$ cat config.mk
export PLATFORM = sky130hd
export DESIGN_NAME = rrp_chan
export DESIGN_NICKNAME = d
export VERILOG_FILES = /design/src/assert_macros.svh /design/src/rrp_pkg.sv /design/src/rrp_chan.sv
export SDC_FILE = /design/constraint.sdc
export NUM_CORES = 2
export LEC_CHECK = 0
export BUFFER_PORTS_ARGS = -buffer_cell sky130_fd_sc_hd__buf_2
export CORE_AREA = 2 2 380 382
export CTS_BUF_LIST = sky130_fd_sc_hd__clkbuf_4
export DETAILED_ROUTE_END_ITERATION = 8
export DIE_AREA = 0 0 382 384
export GPL_TIMING_DRIVEN = 0
export PLACE_DENSITY = 0.56
export SYNTH_ARGS = -nofsm -noshare
export SYNTH_HDL_FRONTEND = slang
export SYNTH_SLANG_ARGS = --single-unit
$ cat constraint.sdc
create_clock -name clk -period 41.9 [get_ports clk]
set_clock_uncertainty 0.15 [all_clocks]
set_input_delay 8.38 -clock clk [delete_from_list [all_inputs] [get_ports clk]]
set_output_delay 8.38 -clock clk [all_outputs]
set_load 0.005 [all_outputs]
$ cat src/assert_macros.svh
// Assertion macros shared by the RTL files.
// Each macro expects clk and arst_n in scope.
`ifndef ASSERT_MACROS_SVH
`define ASSERT_MACROS_SVH

// Consequent checked in the same cycle as the antecedent.
`define ASSERT_SAME(lbl, ante, cons, msg) \
	lbl: assert property (@(posedge clk) disable iff (!arst_n) (ante) |-> (cons)) else $error(msg);

// Consequent checked in the cycle after the antecedent.
`define ASSERT_NEXT(lbl, ante, cons, msg) \
	lbl: assert property (@(posedge clk) disable iff (!arst_n) (ante) |=> (cons)) else $error(msg);

`endif

$ cat src/rrp_pkg.sv
// Package for the RGB rescale and pixel pack block: widths, stage counts,
// and the mask decode and division step functions. No dependencies.
`timescale 1ns / 1ps
package rrp_pkg;
	localparam int EXT_W      = 16;
	localparam int PIX_W      = 32;
	localparam int PROD_W     = EXT_W + PIX_W;
	localparam int SHIFT_W    = $clog2(PIX_W);
	localparam int DIV_BITS   = 4;
	localparam int DIV_STAGES = PIX_W / DIV_BITS;
	localparam int LAT        = DIV_STAGES + 2;
	localparam int IDX_W      = 3;

	typedef enum logic [IDX_W-1:0] {
		REG_RED_MASK   = 3'd0,
		REG_GREEN_MASK = 3'd1,
		REG_BLUE_MASK  = 3'd2,
		REG_RED_FS     = 3'd3,
		REG_GREEN_FS   = 3'd4,
		REG_BLUE_FS    = 3'd5
	} reg_idx_t;

	typedef struct packed {
		logic [SHIFT_W-1:0] shift;
		logic [PIX_W-1:0]   maxv;
	} field_t;

	typedef struct packed {
		logic [EXT_W-1:0]    rem;
		logic [DIV_BITS-1:0] qbits;
	} div_step_t;

	// Trailing-zero count and the lowest run of ones, right aligned.
	function automatic field_t decode_mask(input logic [PIX_W-1:0] mask);
		field_t f;
		logic [PIX_W-1:0] low;
		logic [PIX_W:0]   sum;
		logic [PIX_W-1:0] run;
		f.shift = '0;
		for (int i = PIX_W - 1; i >= 0; i--) begin
			if (mask[i]) f.shift = SHIFT_W'(i);
		end
		low    = mask & (~mask + PIX_W'(1));
		sum    = {1'b0, mask} + {1'b0, low};
		run    = mask & ~sum[PIX_W-1:0];
		f.maxv = run >> f.shift;
		return f;
	endfunction

	// Several restoring division steps; rem stays below d.
	function automatic div_step_t div_steps(input logic [EXT_W-1:0] rem,
			input logic [DIV_BITS-1:0] bits, input logic [EXT_W-1:0] d);
		div_step_t r;
		logic [EXT_W:0] t;
		r.rem   = rem;
		r.qbits = '0;
		for (int i = DIV_BITS - 1; i >= 0; i--) begin
			t = {r.rem, bits[i]};
			if (t >= {1'b0, d}) begin
				t = t - {1'b0, d};
				r.qbits[i] = 1'b1;
			end
			r.rem = t[EXT_W-1:0];
		end
		return r;
	endfunction
endpackage

$ cat src/rrp_chan.sv
// One color channel: multiply by the field maximum, then a pipelined
// restoring divide by the full scale, with saturation. Uses rrp_pkg.
`timescale 1ns / 1ps
module rrp_chan (
	input  logic                      clk,
	input  logic                      en,
	input  logic [rrp_pkg::EXT_W-1:0] v,
	input  logic [rrp_pkg::PIX_W-1:0] maxv,
	input  logic [rrp_pkg::EXT_W-1:0] d,
	output logic [rrp_pkg::PIX_W-1:0] q
);
	import rrp_pkg::*;

	logic [PROD_W-1:0] prod_s1;
	logic              sat_s1;
	logic [EXT_W-1:0]  rem_s  [DIV_STAGES+1];
	logic [PIX_W-1:0]  low_s  [DIV_STAGES+1];
	logic [PIX_W-1:0]  quo_s  [DIV_STAGES+1];
	logic              sat_s  [DIV_STAGES+1];

	always_ff @(posedge clk) begin
		if (en) begin
			prod_s1 <= PROD_W'(v) * PROD_W'(maxv);
			sat_s1  <= (d == '0) || (v >= d);
		end
	end

	assign rem_s[0] = prod_s1[PROD_W-1:PIX_W];
	assign low_s[0] = prod_s1[PIX_W-1:0];
	assign quo_s[0] = '0;
	assign sat_s[0] = sat_s1;

	for (genvar k = 0; k < DIV_STAGES; k++) begin : g_div
		div_step_t st;
		assign st = div_steps(rem_s[k], low_s[k][PIX_W-1 -: DIV_BITS], d);
		always_ff @(posedge clk) begin
			if (en) begin
				rem_s[k+1] <= st.rem;
				low_s[k+1] <= low_s[k] << DIV_BITS;
				quo_s[k+1] <= {quo_s[k][PIX_W-DIV_BITS-1:0], st.qbits};
				sat_s[k+1] <= sat_s[k];
			end
		end
	end

	assign q = sat_s[DIV_STAGES] ? maxv : quo_s[DIV_STAGES];
endmodule

-- Word level (Yosys, flattened, before mapping)
Index checks and enable logic that the tools add are counted.
- input port bits: 66
- output and inout bits: 32
- word-level logic and storage cells: 163
- bits in registers: 425
- add/sub/neg operators: 31
- order comparisons: 33
- muxes and demuxes: 64
- reductions and logical operators: 2
- multiply operators: 1
- operators by type and width (operator ; number):
    $ge 17x16->1 ; 32
    $mux 16 ; 31
    $sub 16x16->16 ; 31
    $mul 16x32->48 ; 1
    $mux 1 ; 32
    $mux 32 ; 1
    $ge 16x16->1 ; 1
    $logic_not 16->1 ; 1
    $logic_or 1x1->1 ; 1

-- Logic depth before layout (Yosys ltp)
- word-level depth: 8
- gate-level depth with buffers: 56
- mapped depth without buffers: 51

-- Least setup slack after synthesis
No wires, ideal clock.
- path type: input to register
- start: in d[1] (netlist bit)
- end: reg rem_s[39] (netlist bit) (data pin)
- setup time: 0.260 ns
- stages on the path: 50
- required time: 41.490 ns
- buffers on the path: 4
- arrival: 20.210 ns
- slack: 21.280 ns
- cells stage by stage: inv_1 ha_1 nor2b_1 o211ai_1 a32oi_1 nor4_1 o21ai_0 a211o_1 clkbuf_1 buf_1 o21ai_0 inv_1 ha_1 nor2b_1 o31a_1 o31a_1 o2111ai_1 nand3b_1 [14 not listed] a21oi_1 o21ai_0 a211oi_4 mux2i_1 ha_1 nor2b_1 o21ai_0 a21boi_0 o21ai_0 a2111oi_0 o21a_1 o21ai_0 o2bb2ai_1 o21ai_0 a211o_1 a211oi_4 buf_4 mux2_2
- RTL lines (element ; RTL line ; RTL):
    from (decl) ; rrp_chan.sv:9 ; input logic [rrp_pkg::EXT_W-1:0] d,
    to (signal, indexed assignment) ; rrp_chan.sv:38 ; rem_s[k+1] <= st.rem;
    to (decl) ; rrp_chan.sv:16 ; logic [EXT_W-1:0] rem_s [DIV_STAGES+1];

==> impl_metrics.ini <==
[yosys]
synthesis.area_um2 = 56600
yosysSeqAreaShare = 0.226
synth_top_area_cell = edfxtp_1
synth_top_flop_cell = edfxtp_1
syn_area_per_cell_um2 = 9.32
syn_nets = 7236
ys_types = 97
synthArstFlopShare = 0
synth_top_cells_by_area = edfxtp_1 (23%), fa_1 (16%), ha_1 (14%)
synth-seq-cells = 425
yosysWarnings = 0
syn_inst = 6073
yosysTopAreaCellShare = 0.226
synth_edf_count = 425

[timing]
rsz0062_at_grt = false
fmax_mhz = 43.6
slew_violations = 0
hold_viol = 0
worst_pin_slew_ns = 1.38
layout_min_cycle_time_ns = 22.93
min_period_over_period = 0.547
setup_viol = 0
setup_tns_ns = 0
slew_headroom = 0.0782

[layout]
final_common_cell = nand2_1
syn_to_final_growth_pct = 8.37
fin_nets = 7467
drive_above_1_share = 0.0992
layout_common_cells = nand2_1 (667), ha_1 (648), inv_1 (612)
post-route-util = 0.429

[clock_tree]
clkTransAtPathRegs_ns = 0.06
cts_resized = 0
cts-root-buf = clkbuf_4
cts_made_buffers = 115
insertion_delay_ns = 1.07
cts_hold_buf = 0
cts_setup_buffers = 0
cts_max_path_buffers = 3
cts.sinks = 425
cts_tree = done
cts.htree.levels = 3

[critical_path]
worstSetupStartpointType = input port
path_max_fanout = 22
path_class = input port to flip-flop
max_stage_delay_ns = 0.96
r2r_cells = 50
r2r_end = rem_s[39]
critPathMostFrequentCell = o21ai_0
end_kind = flip-flop
cpMaxStageDelayCell = buf_2
worst_path_dominant_cell_family = compound AO/OA/AOI/OAI gates
path_buf_inv = 9
required_ns = 42.57
crit_arrival_ns = 23.60
r2r-start = rem_s[48]
r2r_slack_ns = 27.56

[global_routing]
grt_max_degree = 125
antenna_found_initial = 24
grtUsageTotal = 0.223
grt_pass1_wl_um = 257000
grt-ovfl-total = 0
grt_pass1_vias = 45500

[die]
rows = 139
dieArea_um2 = 147000
pin_count = 98
start_util = 0.396
die_h_um = 384
die_w_um = 382
core_um2 = 143000

[run]
maxCapViolations = 0

[run_status]
outcome = completed

[routing]
viasPerCell = 5.47
vias = 45400
drt_iter0_markers = 2972
drc_errors = 0
drt-pass1-iter-count = 5
ant_nets = 0
wire_per_inst_um = 19.6
wl_um = 163000

[place]
dp_hpwl_um = 131000
gp_congestion = 0.888
portBuffers = 95

[hold_path]
worstHoldStart = low_s[186]
min_path_cells = 0
hold-path-endpoint = low_s[158]
worst_hold_path_type = flip-flop to flip-flop
synth_stat cells, drive strengths merged (27+ instances only):
library cell  number
o21bai            54
a21oi            415
a211oi            32
a21boi            27
nor4              27
xor2             136
nand4             77
a21o             193
ha               648
nand3             76
o21a              70
buf               30
nor3              80
nor2b             88
and2             174
fa               449
a31oi             29
edfxtp           425
nand2b            77
inv              631
nor2             317
clkbuf           135
xnor2            267
mux2i             37
nand2            668
o21ai            304
mux2             247
kinds of logic after synthesis:
logic type | after synthesis | synth area share
AOI/OAI and AO/OA | 1385 | 0.159
xor gates and xnor gates | 403 | 0.0624
adders and majority gates | 1097 | 0.302
buffers and inverters | 798 | 0.0542
DFF | 425 | 0.226
muxes | 284 | 0.0558
and+or+nand+nor | 1681 | 0.141
sequential cells by signal, indices dropped and copies added, names as in the netlist:
register	count
sat_s1	1
sat_s	8
rem_s	112
prod_s1	48
low_s	112
quo_s	144
stage by stage:
stage | instances | hold slack [ns] | instance area, µm² | setup WS [ns]
2_1_floorplan | 6073 | 0.250 | 56600 | 21.28
3_3_place_gp | 8071 | 0.251 | 59400 | 16.09
3_5_place_dp | 8089 | 0.255 | 59800 | 17.99
4_1_cts | 8290 | 0.190 | 61300 | 19.17
5_1_grt | 8298 | 0.174 | 61300 | 17.92
6_report | 8302 | 0.189 | 61300 | 18.97
worst max path at each step:
stage                     from  cells after the start        end  slack, ns
after floorplan           d[1]                     50  rem_s[39]      21.28
after global placement    d[1]                     52  rem_s[39]      16.09
after detailed placement  d[1]                     52  rem_s[39]      17.99
after CTS                 d[1]                     52  rem_s[39]      19.17
after global routing      d[1]                     52  rem_s[39]      17.92
final                     d[1]                     52  rem_s[39]      18.97
final cells by class:
type                    instances  area (µm²)
repair buffers                114         888
well taps                    1903        2380
inverters                     633        2380
plain buffers                 165         689
clock buffers                 149        1120
diodes                         11        27.5
clock inverters                52         318
multi-input cells            4850       40700
fillers                     14100       81500
flip-flops and latches        425       12800
per-layer routing:
metal  vias up  wire length (µm)  GRT usage
met5         -                49          0
met4         6              4020     0.0587
met3       253              8530     0.0321
met2      1122             77200      0.379
met1     22200             73300      0.298
li1      21900                 -          -
Power is left out: the tool's default activity adds up to more than one toggle a clock period on the data nets, which glitch-free logic cannot reach.
